### src/sv/psd_pkg.sv
`timescale 1ns / 1ps
`default_nettype none
// ----------------------------------------------------------------------------
// psd_pkg
// Shared types and constants of the PGM/PPM stream decoder: result kinds,
// error codes, header limits and the command word between front and back.
// ----------------------------------------------------------------------------
package psd_pkg;

  // Result kinds
  localparam logic [1:0] KIND_HEADER = 2'd0;
  localparam logic [1:0] KIND_PIXEL  = 2'd1;
  localparam logic [1:0] KIND_ERROR  = 2'd2;

  // Error codes
  localparam logic [2:0] ERR_NONE      = 3'd0;
  localparam logic [2:0] ERR_MAGIC     = 3'd1;
  localparam logic [2:0] ERR_NUMBER    = 3'd2;
  localparam logic [2:0] ERR_SIZE      = 3'd3;
  localparam logic [2:0] ERR_AREA      = 3'd4;
  localparam logic [2:0] ERR_TRUNCATED = 3'd5;

  // Field and state widths
  localparam int SIDE_W  = 15;
  localparam int ACC_W   = 17;
  localparam int PROD_W  = 21;
  localparam int AREA_W  = 29;
  localparam int MPIX_W  = 9;

  // Command queue size
  localparam int Q_DEPTH = 4;
  localparam int Q_PTR_W = 2;

  // Header limits
  localparam logic [SIDE_W-1:0] MAX_SIDE    = 15'd16384;
  localparam logic [SIDE_W-1:0] SIDE_OVER   = 15'd16385;
  localparam logic [PROD_W-1:0] NUM_LIMIT   = 21'd100000;
  localparam logic [ACC_W-1:0]  MAXVAL_REQ  = 17'd255;
  localparam logic [AREA_W-1:0] MEGA        = 29'd1000000;
  localparam logic [MPIX_W-1:0] MPIX_RESET  = 9'd40;

  // Characters of the header syntax
  localparam logic [7:0] CH_P    = 8'h50;
  localparam logic [7:0] CH_5    = 8'h35;
  localparam logic [7:0] CH_6    = 8'h36;
  localparam logic [7:0] CH_HASH = 8'h23;
  localparam logic [7:0] CH_0    = 8'h30;
  localparam logic [7:0] CH_9    = 8'h39;
  localparam logic [7:0] CH_SP   = 8'h20;
  localparam logic [7:0] CH_TAB  = 8'h09;
  localparam logic [7:0] CH_LF   = 8'h0A;
  localparam logic [7:0] CH_CR   = 8'h0D;

  // Command operations from front to back
  typedef enum logic [1:0] {
    OP_HEADER = 2'd0,
    OP_SAMPLE = 2'd1,
    OP_ERROR  = 2'd2
  } op_t;

  // Role of a payload sample
  typedef enum logic [1:0] {
    ROLE_RED   = 2'd0,
    ROLE_GREEN = 2'd1,
    ROLE_FINAL = 2'd2
  } role_t;

  typedef struct packed {
    op_t               op;
    role_t             role;
    logic [7:0]        sample;
    logic [SIDE_W-1:0] width;
    logic [SIDE_W-1:0] height;
    logic              gray;
    logic              last;
    logic [2:0]        err;
  } cmd_t;

  // Queue status seen by front and back
  typedef struct packed {
    logic empty;
    logic full;
  } q_stat_t;

endpackage : psd_pkg
`default_nettype wire

### src/sv/psd_ifs.sv
`timescale 1ns / 1ps
`default_nettype none
// ----------------------------------------------------------------------------
// psd channel interfaces
// Valid/ready channels of the decoder: file bytes in, results out, and the
// area limit register write.
// ----------------------------------------------------------------------------
interface psd_in_if;
  logic       valid;
  logic       ready;
  logic [7:0] data_byte;
  logic       end_of_file;

  modport source (output valid, output data_byte, output end_of_file, input ready);
  modport sink   (input valid, input data_byte, input end_of_file, output ready);
endinterface : psd_in_if

interface psd_out_if;
  logic                        valid;
  logic                        ready;
  logic [1:0]                  kind;
  logic [psd_pkg::SIDE_W-1:0]  image_width;
  logic [psd_pkg::SIDE_W-1:0]  image_height;
  logic                        is_gray;
  logic [7:0]                  blue;
  logic [7:0]                  green;
  logic [7:0]                  red;
  logic                        last_pixel;
  logic [2:0]                  error_code;

  modport source (output valid, output kind, output image_width, output image_height,
                  output is_gray, output blue, output green, output red,
                  output last_pixel, output error_code, input ready);
  modport sink   (input valid, input kind, input image_width, input image_height,
                  input is_gray, input blue, input green, input red,
                  input last_pixel, input error_code, output ready);
endinterface : psd_out_if

interface psd_cfg_if;
  logic                        valid;
  logic                        ready;
  logic [psd_pkg::MPIX_W-1:0]  max_megapixels;

  modport source (output valid, output max_megapixels, input ready);
  modport sink   (input valid, input max_megapixels, output ready);
endinterface : psd_cfg_if
`default_nettype wire

### src/sv/ppm_stream_decoder.sv
`timescale 1ns / 1ps
`default_nettype none
// ----------------------------------------------------------------------------
// ppm_stream_decoder
// Byte-stream decoder for binary PGM (P5) and PPM (P6) images.
// ----------------------------------------------------------------------------
// Feed the file one byte per transfer on in_ch, with end_of_file on its last
// byte. The block accepts one byte every cycle: each byte is parsed by the
// front parser as it is accepted and, when it yields something, placed in
// a four-entry command queue; the result stage assembles BGR pixels and
// holds each result in an output register, so in_ch stalls only when the
// queue fills behind a stalled out_ch. Results are a header record (width,
// height, gray flag), one pixel per gray byte or per RGB byte triple, or an
// error code; a result passes through the queue and then the output register
// before it is offered on out_ch.
// The area limit on cfg_ch (megapixels, reset 40) is to be written by the user
// only while idle; the block itself does not enforce it.
// ----------------------------------------------------------------------------
module ppm_stream_decoder (
  input  wire logic clk,
  input  wire logic rst_n,
  psd_in_if.sink    in_ch,
  psd_out_if.source out_ch,
  psd_cfg_if.sink   cfg_ch
);
  import psd_pkg::*;

  logic     q_push;
  cmd_t     q_push_cmd;
  logic     q_pop;
  cmd_t     q_head_cmd;
  q_stat_t  q_stat;

  psd_front u_front (
    .clk    (clk),
    .rst_n  (rst_n),
    .in_ch  (in_ch),
    .cfg_ch (cfg_ch),
    .q_stat (q_stat),
    .push   (q_push),
    .cmd    (q_push_cmd)
  );

  psd_queue u_queue (
    .clk      (clk),
    .rst_n    (rst_n),
    .push     (q_push),
    .push_cmd (q_push_cmd),
    .pop      (q_pop),
    .head_cmd (q_head_cmd),
    .q_stat   (q_stat)
  );

  psd_back u_back (
    .clk      (clk),
    .rst_n    (rst_n),
    .head_cmd (q_head_cmd),
    .q_stat   (q_stat),
    .pop      (q_pop),
    .out_ch   (out_ch)
  );

  // The parser never pushes into a full queue
  assert property (@(posedge clk) disable iff (!rst_n) q_push |-> !q_stat.full)
    else $error("command pushed into full queue");

  // The result stage never pops an empty queue
  assert property (@(posedge clk) disable iff (!rst_n) q_pop |-> !q_stat.empty)
    else $error("command popped from empty queue");

  // An offered header always carries legal dimensions
  assert property (@(posedge clk) disable iff (!rst_n)
    (out_ch.valid && out_ch.kind == KIND_HEADER) |->
      (out_ch.image_width != '0 && out_ch.image_height != '0 &&
       out_ch.image_width <= MAX_SIDE && out_ch.image_height <= MAX_SIDE))
    else $error("header result with illegal dimensions");

  // Error code is set exactly on error results
  assert property (@(posedge clk) disable iff (!rst_n)
    out_ch.valid |-> ((out_ch.kind == KIND_ERROR) == (out_ch.error_code != ERR_NONE)))
    else $error("error code does not match result kind");

endmodule : ppm_stream_decoder
`default_nettype wire

### src/sv/psd_front.sv
`timescale 1ns / 1ps
`default_nettype none
// ----------------------------------------------------------------------------
// psd_front
// Header parser and payload classifier. Takes one file byte per cycle while
// the queue has room, making at most one command (header, sample or error).
// ----------------------------------------------------------------------------
module psd_front (
  input  wire logic           clk,
  input  wire logic           rst_n,
  psd_in_if.sink              in_ch,
  psd_cfg_if.sink             cfg_ch,
  input  wire psd_pkg::q_stat_t q_stat,
  output logic                push,
  output psd_pkg::cmd_t       cmd
);
  import psd_pkg::*;

  typedef enum logic [9:0] {
    PH_MAGIC0  = 10'b00_0000_0001,
    PH_MAGIC1  = 10'b00_0000_0010,
    PH_SKIP_W  = 10'b00_0000_0100,
    PH_NUM_W   = 10'b00_0000_1000,
    PH_SKIP_H  = 10'b00_0001_0000,
    PH_NUM_H   = 10'b00_0010_0000,
    PH_SKIP_M  = 10'b00_0100_0000,
    PH_NUM_M   = 10'b00_1000_0000,
    PH_PAYLOAD = 10'b01_0000_0000,
    PH_DRAIN   = 10'b10_0000_0000
  } phase_t;

  phase_t              phase_r, phase_nxt;
  logic                comment_r, comment_nxt;
  logic [ACC_W-1:0]    acc_r, acc_nxt;
  logic [SIDE_W-1:0]   width_r, width_nxt;
  logic [SIDE_W-1:0]   height_r, height_nxt;
  logic                gray_r, gray_nxt;
  logic [1:0]          chan_r, chan_nxt;
  logic [AREA_W-1:0]   left_r, left_nxt;
  logic [AREA_W-1:0]   limit_r, limit_nxt;
  logic [AREA_W-1:0]   area_r;

  logic                accept;
  logic [7:0]          c;
  logic                is_digit;
  logic                is_space;
  logic [3:0]          dval;
  logic [PROD_W-1:0]   acc_prod;
  logic [SIDE_W-1:0]   acc_side;
  logic [AREA_W-1:0]   left_dec;
  logic                skip_en;
  phase_t              skip_to;
  logic                err_en;
  logic [2:0]          err_code;
  logic                done;

  assign accept   = in_ch.valid && in_ch.ready;
  assign in_ch.ready = !q_stat.full;
  assign cfg_ch.ready = 1'b1;
  assign c        = in_ch.data_byte;
  assign is_digit = (c >= CH_0) && (c <= CH_9);
  assign is_space = (c == CH_SP) || (c == CH_TAB) || (c == CH_LF) || (c == CH_CR);
  assign dval     = 4'(c - CH_0);
  assign acc_prod = PROD_W'({acc_r, 3'b000}) + PROD_W'({acc_r, 1'b0}) + PROD_W'(dval);
  assign acc_side = (acc_r > ACC_W'(MAX_SIDE)) ? SIDE_OVER : acc_r[SIDE_W-1:0];
  assign left_dec = (left_r != '0) ? left_r - AREA_W'(1) : '0;

  // Scale the area limit on a register write
  assign limit_nxt = (cfg_ch.valid && cfg_ch.ready)
                     ? AREA_W'(cfg_ch.max_megapixels) * MEGA : limit_r;

  // Parse one accepted byte
  always_comb begin
    phase_nxt   = phase_r;
    comment_nxt = comment_r;
    acc_nxt     = acc_r;
    width_nxt   = width_r;
    height_nxt  = height_r;
    gray_nxt    = gray_r;
    chan_nxt    = chan_r;
    left_nxt    = left_r;
    skip_en     = 1'b0;
    skip_to     = PH_NUM_W;
    err_en      = 1'b0;
    err_code    = ERR_NONE;
    done        = 1'b0;
    push        = 1'b0;
    cmd         = '0;
    cmd.op      = OP_SAMPLE;
    cmd.role    = ROLE_FINAL;

    if (accept) begin
      case (phase_r)
        PH_MAGIC0: begin
          if (c == CH_P) begin
            phase_nxt = PH_MAGIC1;
          end else begin
            err_en   = 1'b1;
            err_code = ERR_MAGIC;
          end
        end
        PH_MAGIC1: begin
          if (c == CH_5 || c == CH_6) begin
            gray_nxt  = (c == CH_5);
            phase_nxt = PH_SKIP_W;
          end else begin
            err_en   = 1'b1;
            err_code = ERR_MAGIC;
          end
        end
        PH_SKIP_W: begin
          skip_en = 1'b1;
          skip_to = PH_NUM_W;
        end
        PH_SKIP_H: begin
          skip_en = 1'b1;
          skip_to = PH_NUM_H;
        end
        PH_SKIP_M: begin
          skip_en = 1'b1;
          skip_to = PH_NUM_M;
        end
        PH_NUM_W, PH_NUM_H, PH_NUM_M: begin
          if (is_digit) begin
            if (acc_prod > NUM_LIMIT) begin
              err_en   = 1'b1;
              err_code = ERR_NUMBER;
            end else begin
              acc_nxt = acc_prod[ACC_W-1:0];
            end
          end else if (phase_r == PH_NUM_W) begin
            // Close the width; this byte opens the next skip
            width_nxt = acc_side;
            phase_nxt = PH_SKIP_H;
            skip_en   = 1'b1;
            skip_to   = PH_NUM_H;
          end else if (phase_r == PH_NUM_H) begin
            height_nxt = acc_side;
            phase_nxt  = PH_SKIP_M;
            skip_en    = 1'b1;
            skip_to    = PH_NUM_M;
          end else begin
            // Separator after maxval: check the header
            if (width_r == '0 || height_r == '0 || width_r > MAX_SIDE ||
                height_r > MAX_SIDE || acc_r != MAXVAL_REQ) begin
              err_en   = 1'b1;
              err_code = ERR_SIZE;
            end else if (area_r > limit_r) begin
              err_en   = 1'b1;
              err_code = ERR_AREA;
            end else begin
              left_nxt   = area_r;
              chan_nxt   = 2'd0;
              phase_nxt  = PH_PAYLOAD;
              push       = 1'b1;
              cmd.op     = OP_HEADER;
              cmd.width  = width_r;
              cmd.height = height_r;
              cmd.gray   = gray_r;
            end
          end
        end
        PH_PAYLOAD: begin
          push       = 1'b1;
          cmd.op     = OP_SAMPLE;
          cmd.sample = c;
          cmd.gray   = gray_r;
          if (!gray_r && chan_r == 2'd0) begin
            cmd.role = ROLE_RED;
            chan_nxt = 2'd1;
          end else if (!gray_r && chan_r == 2'd1) begin
            cmd.role = ROLE_GREEN;
            chan_nxt = 2'd2;
          end else begin
            cmd.role = ROLE_FINAL;
            chan_nxt = 2'd0;
            left_nxt = left_dec;
            done     = (left_dec == '0);
            cmd.last = done;
            if (done) begin
              phase_nxt = PH_DRAIN;
            end
          end
        end
        default: begin
          // Drain: drop bytes until end of file
        end
      endcase

      // Whitespace, comments, then the first digit of a number
      if (skip_en) begin
        if (comment_r) begin
          if (c == CH_LF) begin
            comment_nxt = 1'b0;
          end
        end else if (c == CH_HASH) begin
          comment_nxt = 1'b1;
        end else if (is_space) begin
          comment_nxt = 1'b0;
        end else if (is_digit) begin
          acc_nxt   = ACC_W'(dval);
          phase_nxt = skip_to;
        end else begin
          err_en   = 1'b1;
          err_code = ERR_NUMBER;
        end
      end

      if (err_en) begin
        push      = 1'b1;
        cmd       = '0;
        cmd.op    = OP_ERROR;
        cmd.role  = ROLE_FINAL;
        cmd.err   = err_code;
        phase_nxt = PH_DRAIN;
      end

      // End of file: flag truncation, then start over
      if (in_ch.end_of_file) begin
        if (phase_r != PH_DRAIN && !done) begin
          push     = 1'b1;
          cmd      = '0;
          cmd.op   = OP_ERROR;
          cmd.role = ROLE_FINAL;
          cmd.err  = ERR_TRUNCATED;
        end
        phase_nxt   = PH_MAGIC0;
        comment_nxt = 1'b0;
        acc_nxt     = '0;
        width_nxt   = '0;
        height_nxt  = '0;
        gray_nxt    = 1'b0;
        chan_nxt    = 2'd0;
        left_nxt    = '0;
      end
    end
  end

  // Hold parser state
  always_ff @(posedge clk) begin
    if (!rst_n) begin
      phase_r   <= PH_MAGIC0;
      comment_r <= 1'b0;
      acc_r     <= '0;
      width_r   <= '0;
      height_r  <= '0;
      gray_r    <= 1'b0;
      chan_r    <= 2'd0;
      left_r    <= '0;
      limit_r   <= AREA_W'(MPIX_RESET) * MEGA;
    end else begin
      phase_r   <= phase_nxt;
      comment_r <= comment_nxt;
      acc_r     <= acc_nxt;
      width_r   <= width_nxt;
      height_r  <= height_nxt;
      gray_r    <= gray_nxt;
      chan_r    <= chan_nxt;
      left_r    <= left_nxt;
      limit_r   <= limit_nxt;
    end
  end

  // Track the image area; settles before the maxval separator
  always_ff @(posedge clk) begin
    area_r <= AREA_W'(width_r) * AREA_W'(height_r);
  end

endmodule : psd_front
`default_nettype wire

### src/sv/psd_queue.sv
`timescale 1ns / 1ps
`default_nettype none
// ----------------------------------------------------------------------------
// psd_queue
// Four-entry command queue between the parser and the result stage.
// ----------------------------------------------------------------------------
module psd_queue (
  input  wire logic           clk,
  input  wire logic           rst_n,
  input  wire logic           push,
  input  wire psd_pkg::cmd_t  push_cmd,
  input  wire logic           pop,
  output psd_pkg::cmd_t       head_cmd,
  output psd_pkg::q_stat_t    q_stat
);
  import psd_pkg::*;

  cmd_t               entry_r [Q_DEPTH];
  logic [Q_PTR_W-1:0] wr_ptr_r, wr_ptr_nxt;
  logic [Q_PTR_W-1:0] rd_ptr_r, rd_ptr_nxt;
  logic [Q_PTR_W:0]   count_r, count_nxt;
  logic               do_push;
  logic               do_pop;

  assign q_stat.empty = (count_r == '0);
  assign q_stat.full  = (count_r == (Q_PTR_W+1)'(Q_DEPTH));
  assign do_push      = push && !q_stat.full;
  assign do_pop       = pop && !q_stat.empty;
  assign head_cmd     = entry_r[rd_ptr_r];

  // Advance pointers and occupancy
  always_comb begin
    wr_ptr_nxt = do_push ? wr_ptr_r + Q_PTR_W'(1) : wr_ptr_r;
    rd_ptr_nxt = do_pop ? rd_ptr_r + Q_PTR_W'(1) : rd_ptr_r;
    count_nxt  = count_r + (Q_PTR_W+1)'(do_push) - (Q_PTR_W+1)'(do_pop);
  end

  always_ff @(posedge clk) begin
    if (!rst_n) begin
      wr_ptr_r <= '0;
      rd_ptr_r <= '0;
      count_r  <= '0;
    end else begin
      wr_ptr_r <= wr_ptr_nxt;
      rd_ptr_r <= rd_ptr_nxt;
      count_r  <= count_nxt;
    end
  end

  // Store the pushed command
  always_ff @(posedge clk) begin
    if (do_push) begin
      entry_r[wr_ptr_r] <= push_cmd;
    end
  end

endmodule : psd_queue
`default_nettype wire

### src/sv/psd_back.sv
`timescale 1ns / 1ps
`default_nettype none
// ----------------------------------------------------------------------------
// psd_back
// Result stage. Pops commands, collects red and green samples, builds BGR
// pixels and drives the registered result channel.
// ----------------------------------------------------------------------------
module psd_back (
  input  wire logic             clk,
  input  wire logic             rst_n,
  input  wire psd_pkg::cmd_t    head_cmd,
  input  wire psd_pkg::q_stat_t q_stat,
  output logic                  pop,
  psd_out_if.source             out_ch
);
  import psd_pkg::*;

  logic               valid_r, valid_nxt;
  logic [7:0]         held_red_r, held_green_r;
  logic [1:0]         kind_r;
  logic [SIDE_W-1:0]  width_r, height_r;
  logic               gray_r;
  logic [7:0]         blue_r, green_r, red_r;
  logic               last_r;
  logic [2:0]         err_r;
  logic               can_take;
  logic               emit;

  assign can_take = !valid_r || out_ch.ready;
  assign pop      = can_take && !q_stat.empty;
  assign emit     = pop && !(head_cmd.op == OP_SAMPLE && head_cmd.role != ROLE_FINAL);

  // Output register valid: load on a result, drop on a transfer
  always_comb begin
    if (emit) begin
      valid_nxt = 1'b1;
    end else if (out_ch.ready) begin
      valid_nxt = 1'b0;
    end else begin
      valid_nxt = valid_r;
    end
  end

  always_ff @(posedge clk) begin
    if (!rst_n) begin
      valid_r <= 1'b0;
    end else begin
      valid_r <= valid_nxt;
    end
  end

  // Hold color samples and load the result fields
  always_ff @(posedge clk) begin
    if (pop && head_cmd.op == OP_SAMPLE && head_cmd.role == ROLE_RED) begin
      held_red_r <= head_cmd.sample;
    end
    if (pop && head_cmd.op == OP_SAMPLE && head_cmd.role == ROLE_GREEN) begin
      held_green_r <= head_cmd.sample;
    end
    if (emit) begin
      case (head_cmd.op)
        OP_HEADER: begin
          kind_r   <= KIND_HEADER;
          width_r  <= head_cmd.width;
          height_r <= head_cmd.height;
          gray_r   <= head_cmd.gray;
          blue_r   <= '0;
          green_r  <= '0;
          red_r    <= '0;
          last_r   <= 1'b0;
          err_r    <= ERR_NONE;
        end
        OP_SAMPLE: begin
          kind_r   <= KIND_PIXEL;
          width_r  <= '0;
          height_r <= '0;
          gray_r   <= 1'b0;
          blue_r   <= head_cmd.sample;
          green_r  <= head_cmd.gray ? head_cmd.sample : held_green_r;
          red_r    <= head_cmd.gray ? head_cmd.sample : held_red_r;
          last_r   <= head_cmd.last;
          err_r    <= ERR_NONE;
        end
        default: begin
          kind_r   <= KIND_ERROR;
          width_r  <= '0;
          height_r <= '0;
          gray_r   <= 1'b0;
          blue_r   <= '0;
          green_r  <= '0;
          red_r    <= '0;
          last_r   <= 1'b0;
          err_r    <= head_cmd.err;
        end
      endcase
    end
  end

  assign out_ch.valid        = valid_r;
  assign out_ch.kind         = kind_r;
  assign out_ch.image_width  = width_r;
  assign out_ch.image_height = height_r;
  assign out_ch.is_gray      = gray_r;
  assign out_ch.blue         = blue_r;
  assign out_ch.green        = green_r;
  assign out_ch.red          = red_r;
  assign out_ch.last_pixel   = last_r;
  assign out_ch.error_code   = err_r;

endmodule : psd_back
`default_nettype wire

### src/flat_wrapper.sv
// flat-port wrapper written by rule: the top's interface ports become plain ports
module ppm_stream_decoder_flat import psd_pkg::*;
  (clk, rst_n, in_ch_valid, in_ch_data_byte, in_ch_end_of_file, in_ch_ready, out_ch_valid, out_ch_kind, out_ch_image_width, out_ch_image_height, out_ch_is_gray, out_ch_blue, out_ch_green, out_ch_red, out_ch_last_pixel, out_ch_error_code, out_ch_ready, cfg_ch_valid, cfg_ch_max_megapixels, cfg_ch_ready);
  psd_in_if in_ch_i ();
  psd_out_if out_ch_i ();
  psd_cfg_if cfg_ch_i ();
  input  wire logic clk;
  input  wire logic rst_n;
  input wire logic [$bits(in_ch_i.valid)-1:0] in_ch_valid;
  input wire logic [$bits(in_ch_i.data_byte)-1:0] in_ch_data_byte;
  input wire logic [$bits(in_ch_i.end_of_file)-1:0] in_ch_end_of_file;
  output wire logic [$bits(in_ch_i.ready)-1:0] in_ch_ready;
  output wire logic [$bits(out_ch_i.valid)-1:0] out_ch_valid;
  output wire logic [$bits(out_ch_i.kind)-1:0] out_ch_kind;
  output wire logic [$bits(out_ch_i.image_width)-1:0] out_ch_image_width;
  output wire logic [$bits(out_ch_i.image_height)-1:0] out_ch_image_height;
  output wire logic [$bits(out_ch_i.is_gray)-1:0] out_ch_is_gray;
  output wire logic [$bits(out_ch_i.blue)-1:0] out_ch_blue;
  output wire logic [$bits(out_ch_i.green)-1:0] out_ch_green;
  output wire logic [$bits(out_ch_i.red)-1:0] out_ch_red;
  output wire logic [$bits(out_ch_i.last_pixel)-1:0] out_ch_last_pixel;
  output wire logic [$bits(out_ch_i.error_code)-1:0] out_ch_error_code;
  input wire logic [$bits(out_ch_i.ready)-1:0] out_ch_ready;
  input wire logic [$bits(cfg_ch_i.valid)-1:0] cfg_ch_valid;
  input wire logic [$bits(cfg_ch_i.max_megapixels)-1:0] cfg_ch_max_megapixels;
  output wire logic [$bits(cfg_ch_i.ready)-1:0] cfg_ch_ready;
  assign in_ch_i.valid = in_ch_valid;
  assign in_ch_i.data_byte = in_ch_data_byte;
  assign in_ch_i.end_of_file = in_ch_end_of_file;
  assign in_ch_ready = in_ch_i.ready;
  assign out_ch_valid = out_ch_i.valid;
  assign out_ch_kind = out_ch_i.kind;
  assign out_ch_image_width = out_ch_i.image_width;
  assign out_ch_image_height = out_ch_i.image_height;
  assign out_ch_is_gray = out_ch_i.is_gray;
  assign out_ch_blue = out_ch_i.blue;
  assign out_ch_green = out_ch_i.green;
  assign out_ch_red = out_ch_i.red;
  assign out_ch_last_pixel = out_ch_i.last_pixel;
  assign out_ch_error_code = out_ch_i.error_code;
  assign out_ch_i.ready = out_ch_ready;
  assign cfg_ch_i.valid = cfg_ch_valid;
  assign cfg_ch_i.max_megapixels = cfg_ch_max_megapixels;
  assign cfg_ch_ready = cfg_ch_i.ready;
  ppm_stream_decoder u_core (.clk(clk), .rst_n(rst_n), .in_ch(in_ch_i), .out_ch(out_ch_i), .cfg_ch(cfg_ch_i));
endmodule
### config.mk
export PLATFORM = sky130hd
export DESIGN_NAME = ppm_stream_decoder_flat
export DESIGN_NICKNAME = d
export VERILOG_FILES = /design/src/sv/psd_pkg.sv /design/src/sv/psd_ifs.sv /design/src/sv/ppm_stream_decoder.sv /design/src/sv/psd_front.sv /design/src/sv/psd_queue.sv /design/src/sv/psd_back.sv /design/src/flat_wrapper.sv
export SDC_FILE = /design/constraint.sdc
export NUM_CORES = 1
export LEC_CHECK = 0
export ABC_AREA = 1
export ABC_CLOCK_PERIOD_IN_PS = 6780
export CAP_MARGIN = 0
export CORE_ASPECT_RATIO = 0.6
export CORE_MARGIN = 5
export CORE_UTILIZATION = 60
export DETAILED_ROUTE_END_ITERATION = 8
export DONT_BUFFER_PORTS = 1
export PLACE_DENSITY = 0.75
export SLEW_MARGIN = 20
export SYNTH_ARGS = -nofsm -noshare
export SYNTH_HDL_FRONTEND = slang
export SYNTH_SLANG_ARGS = --single-unit
export TNS_END_PERCENT = 1
### constraint.sdc
create_clock -name clk -period 6.78 [get_ports clk]
set_input_delay 0.339 -clock clk [delete_from_list [all_inputs] [get_ports clk]]
set_output_delay 0.339 -clock clk [all_outputs]
set_load 0.05 [all_outputs]
**Word-level counts from Yosys, hierarchy flattened**

Memories as Yosys holds them, arrays and structs flattened. A register that Yosys moved wholly into a read port is not among the register bits.
Index checks and enable logic that the tools add are counted.

- Memory bits (writable): 188
- Logic and storage cells: 271
- Bits of input ports: 23
- Memories kept: 1
- Register bits after elaboration: 227

- Magnitude comparators: 7
- Add/subtract/negate cells: 8
- Equality and inequality tests: 33
- Reduce and logical (&&, ||, !) cells: 53
- Multipliers: 2
- Mux-type cells: 142

Memories:

| name | depth | width | read ports | clocked after memory_dff | write ports | line | text |
|---|---|---|---|---|---|---|---|
| u_core.u_queue.entry_r | 4 | 47 | 1 | 1 | 1 | psd_queue.sv:18 | `cmd_t entry_r [Q_DEPTH];` |

Operators by type and width:

| operator | number |
|---|---|
| 29-bit 2-to-1 mux | 9 |
| 47-bit 2-to-1 mux | 4 |
| 10-bit 2-to-1 mux | 18 |
| 31-bit 2-to-1 mux | 5 |
| 17-bit 2-to-1 mux | 9 |
| 15-bit 2-to-1 mux | 10 |
| 29-bit case mux with 2 select lines | 1 |
| 1-bit 2-to-1 mux | 50 |
| 10-bit case mux with 4 select lines | 1 |
| 8-bit by 6-bit equality test with 1-bit output (second input constant) | 4 |
| 15-bit greater-than comparator (second input constant) | 2 |
| 15-bit logical NOT | 2 |
| 3-bit 2-to-1 mux | 10 |
| 30-bit 2-to-1 mux | 1 |
| 29-bit greater-than comparator | 1 |
| 29-bit logical NOT | 1 |
| 15-bit by 15-bit multiplier with 29-bit output | 1 |
| 29-bit nonzero test | 1 |
| 29-bit by 1-bit subtractor with 29-bit output (second input constant) | 1 |
| 2-bit 2-to-1 mux | 14 |
| 8-bit by 4-bit equality test with 1-bit output (second input constant) | 3 |
| 9-bit by 14-bit multiplier with 23-bit output (second input constant) | 1 |
| 20-bit by 18-bit adder with 21-bit output | 1 |
| 21-bit by 4-bit adder with 21-bit output | 1 |
| 45 further kinds | 94 |

**Depth between registers and ports, before layout**

Gate-level depths: netlist of run 1.

- Depth after elaboration: 23
- Mapped depth: 30
- Depth with buffers taken out: 28

**By module**

A second synthesis of run 1 with hierarchy kept.

- Cells, all modules: 3,606
- Area total of the unflattened synthesis: 30,579.3 um^2

Modules (own cells, without submodules):

| module | instances | area an instance (um^2) | cells each | seq. area each (um^2) |
|---|---|---|---|---|
| psd_front | 1 | 19,481.2 | 2,852 | 2,842.7 |
| psd_queue | 1 | 7,862.5 | 523 | 5,825.6 |
| psd_back | 1 | 3,235.6 | 231 | 2,332.2 |

**Least setup slack after synthesis of run 1**

Ideal clock, no wire load.

- Path kind: reg2reg
- Start point: register u_core.u_front.width_r[6]
- End point: register u_core.u_front.area_r[21]
- Required time: 6,708 ps
- Buffers on the path: 2
- Arrival time: 5,659 ps
- Path slack: 1,049 ps
- Setup time: 72 ps
- Cell stages (with the launch flop): 25
- Path through: dfxtp_1 > clkbuf_1 > clkbuf_1 > nand2_1 > inv_1 > fa_1 > inv_1 > fa_1 > fa_1 > inv_1 > fa_1 > fa_1 > inv_1 > fa_1 > inv_1 > ha_1 > nand2_1 > o21ai_0 > a21boi_0 > o21ai_0 > a21boi_0 > o21ai_0 > nand2_1 > nand2_1 > xor2_1

- Word-level cells in the longest chain between the ends: 1

RTL lines:

| element | line | text |
|---|---|---|
| from (decl) | psd_front.sv:35 | `logic [SIDE_W-1:0] width_r, width_nxt;` |
| from (signal assigned) | psd_front.sv:255 | `width_r <= width_nxt;` |
| 15-bit by 15-bit multiplier with 29-bit output | psd_front.sv:266 | `area_r <= AREA_W'(width_r) * AREA_W'(height_r);` |
| to (signal assigned) | psd_front.sv:266 |  |
| to (decl) | psd_front.sv:41 | `logic [AREA_W-1:0] area_r;` |

Every way passes these cells.
A chain may end at the register's enable or synchronous reset.

**Worst setup path after layout of run 1**

- Start point: register u_core.u_front.width_r[5]
- End point: register u_core.u_front.area_r[21]

Same word-level chain as after synthesis.

==> impl_metrics.yaml, run 1 <==
outcome:
  status: "finished, final reports clean"
die:
  num_rows: 63
  start_util_pct: 60.7
  fp.coreArea_sq_um: 49300
  die-area_sq_um: 54600
  die_h_um: 183
  die_w_um: 298
  io_pins: 87
yosys:
  synth_nets: 4096
  ys_types: 50
  yosys_warnings: 0
  syn_area_sq_um: 30000
  ys.flop_type: "edfxtp_1"
  yosysSeqAreaShare_pct: 36.7
  synth_cells: 3670
  synth-async-reset-ratio_pct: 0
  synth-edff-count: 265
  avgSynthCellArea_sq_um: 8.16
  ys_ff_latch: 417
place:
  port_buffers: 0
  dp_hpwl_um: 55700
  gp_congestion: 0.982
  place_ws_ns: 0.539
  dp.cells: 4192
  place_area_sq_um: 30400
clock_tree:
  cts_buffer_depth: 3
  clock-sinks: 417
  path_clk_slew_ns: 0.07
  ctsResizeCount: 0
  cts_root_buffer: "clkbuf_16"
  numCtsBuffers: 39
  cts_tree: "yes"
  cts_max_level: 2
  clock_latency_ns: 0.56
grt:
  grt_overflow_total: 0
  grt_antenna_before_repair: 0
  grt_pass1_wl_um: 120000
  grt_use_total_pct: 27.0
  grt_max_degree: 83
  grt_pass1_vias: 21800
drt:
  routed-via-count: 24000
  drt_iter0_markers: 2922
  post_drt_wl_per_cell_um: 17.5
  routed_via_density: 5.62
  dr.pass1.iters: 6
  drc_errors: 0
  ant_nets: 0
  wl_um: 74900
sta:
  finalSetupViolCount: 0
  layout_setup_ws_ns: 0.442
  whs_ns: 0.0135
  maxSlewHeadroom_pct: 28.1
  drv_slew: 0
  fin_crit_ns: 6.34
  clock.fmax_ghz: 0.158
  tightest_slew_ns: 1.08
  rsz0062_at_grt: "no"
  skew_ns: 0.0220
  finalSetupTns_ns: 0
  post-route-period-util_pct: 93.5
  finalHoldViolCount: 0
worst_setup_path:
  crit_chain: "nand2_1, inv_1, fa_1, inv_1, fa_1, fa_1, inv_1, fa_1, fa_1, inv_1, fa_1, inv_1, ha_1, nand2_1, o21ai_0, a21boi_0, o21ai_0, a21boi_0, o21ai_0, nand2_1, nand2_1, xor2_1"
  r2r_cells: 22
  slowest_delay_ns: 0.80
  reg2reg_from: "u_core.u_front.width_r[5]"
  critPathRequiredTime_ns: 7.26
  worstPathMaxFanout: 17
  cpMostUsedCell: "fa_1"
  critPathKind: "register to register"
  cp_slowest_cell: "dfxtp_1"
  cp-end-kind: "register"
  r2r_slack_ns: 0.44
  worst_setup_path_start_kind: "register"
  timing.critical_path.arrival_ns: 6.82
  crit_start: "u_core.u_front.width_r[5]"
worst_hold_path:
  hold_depth: 2
  worst_hold_path_type: "input pin to register"
  hold_path_startpoint: "cfg_ch_max_megapixels[1]"
job:
  drv_cap: 0
pwr:
  vdd_drop_max_mv: 0.259
  power.leakage_nw: 15.5
  totalPowerFinal_mw: 9.64
  power.density_nw_per_um2: 304
finish:
  drive_gt1_share_pct: 4.01
  fin_nets: 4013
  instances_no_fill: 4268
  final_util_pct: 64.3
  area_delta_synth_final_pct: 5.90
  stdcell_area_sq_um: 31700
  antenna_cells: 0
==> final timing paths <==
| path | endpoint |
|---|---|
| min reg2reg | register |
| max reg2reg | u_core.u_front.area_r[21] |
| max | u_core.u_front.area_r[21] |
| min | u_core.u_front.limit_r[7] |
==> layout by cell type (no fill, tap or decap), drive strengths merged, types with 39 or more instances in the layout <==
cell type	n
nand4	39
ha	213
inv	728
clkbuf	57
fa	190
dfxtp	152
o21ai	219
nor2	349
nand3	139
nand2	719
edfxtp	265
nor3	64
a21oi	273
==> what timing repair did <==
item | in CTS | in global routing
buffers inserted | 0 | 0
hold endpoints to repair | 78 | 0
hold buffers | 4 | 0
==> where the power goes <==
group	switching [mW]	leakage [nW]	total, mW	internal (mW)
logic	2.16	11.2	3.11	0.945
registers	1.01	3.68	4.36	3.35
clock network	0.977	0.607	2.17	1.19
==> layout make-up <==
class | count | area (sq um)
multi-input cells | 2369 | 15700
flip-flops and latches | 417 | 11000
clock inverters | 15 | 128
clock buffers | 57 | 1110
fillers | 4063 | 17600
inverters | 728 | 2730
repair buffers | 32 | 280
well taps | 650 | 813
==> registers in the layout, summed over array words and instances (netlist names), 3 cells and up, named ones only <==
| name | count |
|---|---|
| u_core.u_front.phase_r | 10 |
| u_core.u_back.out_ch.blue | 8 |
| u_core.u_back.held_red_r | 8 |
| u_core.u_back.out_ch.image_height | 15 |
| u_core.u_queue.count_r | 3 |
| u_core.u_front.width_r | 15 |
| u_core.u_queue.entry_r | 188 |
| u_core.u_front.height_r | 15 |
| u_core.u_front.left_r | 29 |
| u_core.u_back.out_ch.green | 8 |
| u_core.u_back.out_ch.error_code | 3 |
| u_core.u_back.out_ch.image_width | 15 |
| u_core.u_front.limit_r | 23 |
| u_core.u_front.area_r | 29 |
| u_core.u_back.out_ch.red | 8 |
| u_core.u_front.acc_r | 17 |
| u_core.u_back.held_green_r | 8 |
==> critical path, delay by kind of cell, from the launching register on <==
| kind | cells | cell delay [ns] |
|---|---|---|
| AO/OA/AOI/OAI | 5 | 1.46 |
| buffers and inverters | 5 | 0.32 |
| XOR/XNOR | 1 | 0.15 |
| AND/OR/NAND/NOR | 4 | 0.37 |
| adder cells (fa/ha/maj) | 7 | 3.17 |
| flip-flops | 1 | 0.80 |
==> layer usage <==
layer	global-route usage, %	vias to the layer above	share of wire [%]
met5	0	-	0
met4	3.39	0	1.1
met3	7.44	84	12
met2	36.9	1164	39
met1	43.9	11200	47
li1	-	11500	-
==> cell families (layout without fill, tap and decap cells) <==
group / Yosys count / in the layout / share of synthesized area (%)
other cells: 1 / 1 / 0.0125
buf+inv: 884 / 832 / 11.2
simple gates: 1344 / 1344 / 18.8
fa+ha+maj: 403 / 403 / 21.6
compound gates: 569 / 569 / 10.2
xor+xnor: 52 / 52 / 1.52
flops: 417 / 417 / 36.7
==> synth_stat cells (all sizes together), types with 11 or more instances <==
cell / number / share of area, %
a32oi: 11 / 0.32
xnor2: 21 / 0.61
nor3: 64 / 1.1
o21ai: 219 / 3.7
inv: 726 / 9.1
dfxtp: 152 / 10
o211ai: 13 / 0.33
a21oi: 273 / 4.6
nand2: 719 / 9.1
nand3: 139 / 2.4
nor2: 349 / 4.7
fa: 190 / 13
ha: 213 / 8.9
edfxtp: 265 / 27
buf: 25 / 0.44
nand4: 39 / 0.81
clkbuf: 131 / 1.6
xor2: 31 / 0.91
Power figures use the tool's default switching activity.
==> run 2, diff against run 1 <==
--- a/config.mk
+++ b/config.mk
@@ -7,15 +7,15 @@
 export LEC_CHECK = 0
 export ABC_AREA = 1
 export ABC_CLOCK_PERIOD_IN_PS = 6780
-export CAP_MARGIN = 0
+export BUFFER_PORTS_ARGS = -buffer_cell sky130_fd_sc_hd__buf_2
 export CORE_ASPECT_RATIO = 0.6
 export CORE_MARGIN = 5
 export CORE_UTILIZATION = 60
 export DETAILED_ROUTE_END_ITERATION = 8
-export DONT_BUFFER_PORTS = 1
-export PLACE_DENSITY = 0.75
+export PLACE_DENSITY = 0.76
 export SLEW_MARGIN = 20
 export SYNTH_ARGS = -nofsm -noshare
 export SYNTH_HDL_FRONTEND = slang
+export SYNTH_HIERARCHICAL = 1
 export SYNTH_SLANG_ARGS = --single-unit
 export TNS_END_PERCENT = 1
==> impl_metrics.yaml, run 2 <==
outcome:
  status: "finished, final reports clean"
drt:
  routed-via-count: 24200
  post_drt_wl_per_cell_um: 17.2
  wl_um: 74300
  routed_via_density: 5.58
  ant_nets: 0
  dr.pass1.iters: 7
  drc_errors: 0
  drt_iter0_markers: 2493
worst_setup_path:
  cp-end-kind: "register"
  crit_cells: 19
  timing.critical_path.arrival_ns: 6.56
  worstPathMaxFanout: 18
  cp_num_buf_inv: 3
  r2r_cells: 19
  crit_chain: "nand2_1, fa_1, inv_1, fa_1, inv_1, fa_1, fa_1, inv_1, fa_1, fa_1, ha_1, nand2_1, nor4_1, nand4_1, nand3_1, nand3_1, nand2_1, a31oi_1, xor2_1"
  cp_slowest_cell: "dfxtp_1"
  critPathKind: "register to register"
  slowest_delay_ns: 0.88
  path_delay_family: "adder cells"
  worst_setup_path_start_kind: "register"
  critPathRequiredTime_ns: 7.20
  cpMostUsedCell: "fa_1"
finish:
  largest_reg_flops: 188
  final_cell_mix: "nand2_1 (751), inv_1 (617), nor2_1 (308), edfxtp_1 (265), o21ai_0 (215)"
  final_common_cell: "nand2_1"
  fin_nets: 4030
  reg.largest.list: "u_core/u_queue/entry_r x188, u_core/u_front/area_r x29, u_core/u_front/left_r x29"
  antenna_cells: 0
  final_util_pct: 64.0
  drive_gt1_share_pct: 9.11
  area_delta_synth_final_pct: 6.02
  largest-register: "u_core/u_queue/entry_r"
yosys:
  synth_area_leaders: "edfxtp_1 (26%), fa_1 (12%), dfxtp_1 (10%), nand2_1 (9.2%), ha_1 (8.7%)"
  yosysSeqAreaShare_pct: 36.0
  yosys_warnings: 6
  synth_top_area_share_pct: 26.0
  synth_nets: 4032
  avgSynthCellArea_sq_um: 8.48
  synth.most_common_cell: "nand2_1"
  yosys-top-cells-count: "nand2_1 (751), inv_1 (618), nor2_1 (312)"
  ys_types: 58
  syn_area_sq_um: 30600
  ys.flop_type: "edfxtp_1"
  synth_cells: 3606
  synth-edff-count: 265
  synth-async-reset-ratio_pct: 0
  ys_ff_latch: 417
  synth.largest_area_cell: "edfxtp_1"
grt:
  grt_max_degree: 86
  grt_pass1_vias: 22000
  grt_antenna_before_repair: 1
  grt_overflow_total: 0
  grt_use_total_pct: 26.4
  grt_pass1_wl_um: 119000
die:
  start_util_pct: 60.3
  die_w_um: 301
  die_h_um: 185
  fp.coreArea_sq_um: 50700
  io_pins: 87
  die-area_sq_um: 55700
  num_rows: 64
clock_tree:
  clock_latency_ns: 0.55
  cts_tree: "yes"
  ctsResizeCount: 0
  cts_max_level: 2
  cts_hold_buf: 0
  path_clk_slew_ns: 0.06
  clock-sinks: 417
  numCtsBuffers: 38
  cts_buffer_depth: 3
  cts_root_buffer: "clkbuf_16"
  post_cts_buffers: 0
pwr:
  power.leakage_nw: 15.3
  power.density_nw_per_um2: 291
  vdd_drop_max_mv: 0.341
  totalPowerFinal_mw: 9.44
sta:
  maxSlewHeadroom_pct: 22.3
  finalSetupViolCount: 0
  finalSetupTns_ns: 0
  finalHoldViolCount: 0
  fin_crit_ns: 6.15
  layout_setup_ws_ns: 0.634
  skew_ns: 0.0233
  rsz0062_at_grt: "no"
  tightest_slew_ns: 1.17
  clock.fmax_ghz: 0.163
  drv_slew: 0
  post-route-period-util_pct: 90.7
place:
  port_buffers: 85
  gp_congestion: 0.977
  dp_hpwl_um: 55900
  place_ws_ns: 0.788
job:
  drv_cap: 0
worst_hold_path:
  hold_depth: 4
  worst_hold_path_type: "input pin to register"
run 2: changes by cell type in the layout (fill, tap and decap cells not counted), moves of 11 or more:
cell     previous run  this run
nand3_1           137       149
a21oi_1           271       186
o22ai_1            10        25
nor2_1            324       308
a32oi_1            11         0
nand2_1           712       751
buf_2               0        85
nor3_1             62        38
o21ai_1             0        15
inv_1             717       617
o22ai_2             0        27
nor2_4              8        66
run 2: final timing paths:
kind | to | start | slack (ns)
max | u_core/u_front/area_r[26] | u_core/u_front/width_r[10] | 0.63
min | u_core/u_back/out_ch.valid | out_ch_ready | 0.06
max reg2reg | u_core/u_front/area_r[26] | u_core/u_front/width_r[10] | 0.63
min reg2reg | u_core/u_back/out_ch.valid | u_core/u_back/out_ch.valid | 0.48
run 2: per-layer routing:
layer | part of all wire (%) | wire [um] | vias to the layer above | global-route usage (%)
met3 | 12 | 9210 | 78 | 7.36
li1 | - | - | 11500 | -
met1 | 47 | 35000 | 11400 | 43.0
met5 | 0.020 | 15 | - | 0
met2 | 39 | 29100 | 1135 | 35.4
met4 | 1.3 | 969 | 2 | 4.20
run 2: where the power goes:
part           internal, mW  switching (mW)
Combinational         0.999            2.86
Clock                  1.10           0.962
Sequential             3.31           0.206
run 2: tightest hold or removal path, cell delays in order:
cell and delay, ns:
buf_2 0.07, inv_1 0.04, nand2_1 0.05, a21oi_1 0.05
run 2: kinds of logic (layout without fill, tap and decap cells):
| family | after synthesis | after routing | share of synthesized area (%) |
|---|---|---|---|
| and+or+nand+nor | 1433 | 1433 | 21.2 |
| buffers and inverters | 792 | 820 | 10.7 |
| AOI/OAI and AO/OA | 510 | 510 | 9.50 |
| DFF | 417 | 417 | 36.0 |
| adders and majority gates | 403 | 403 | 21.2 |
| xor gates and xnor gates | 50 | 50 | 1.43 |
| other | 1 | 1 | 0.0123 |
run 2: layout make-up:
type,count,area [sq um]
clock buffer,49,1010
fill,4271,18300
clock inverter,21,148
timing repair buffer,116,683
inverter,634,2380
multi-input combinational,2397,16300
tap,693,867
sequential,417,11000
run 2: through the flow:
| stage | instances | instance area, sq um | hold slack [ns] |
|---|---|---|---|
| after floorplan | 3606 | 30600 | 0.437 |
| after global placement | 4257 | 31300 | 0.456 |
| after detailed placement | 4257 | 31300 | 0.465 |
| after CTS | 4327 | 32400 | 0.0458 |
| after global routing | 4327 | 32400 | 0.0864 |
| final | 4327 | 32400 | 0.0564 |
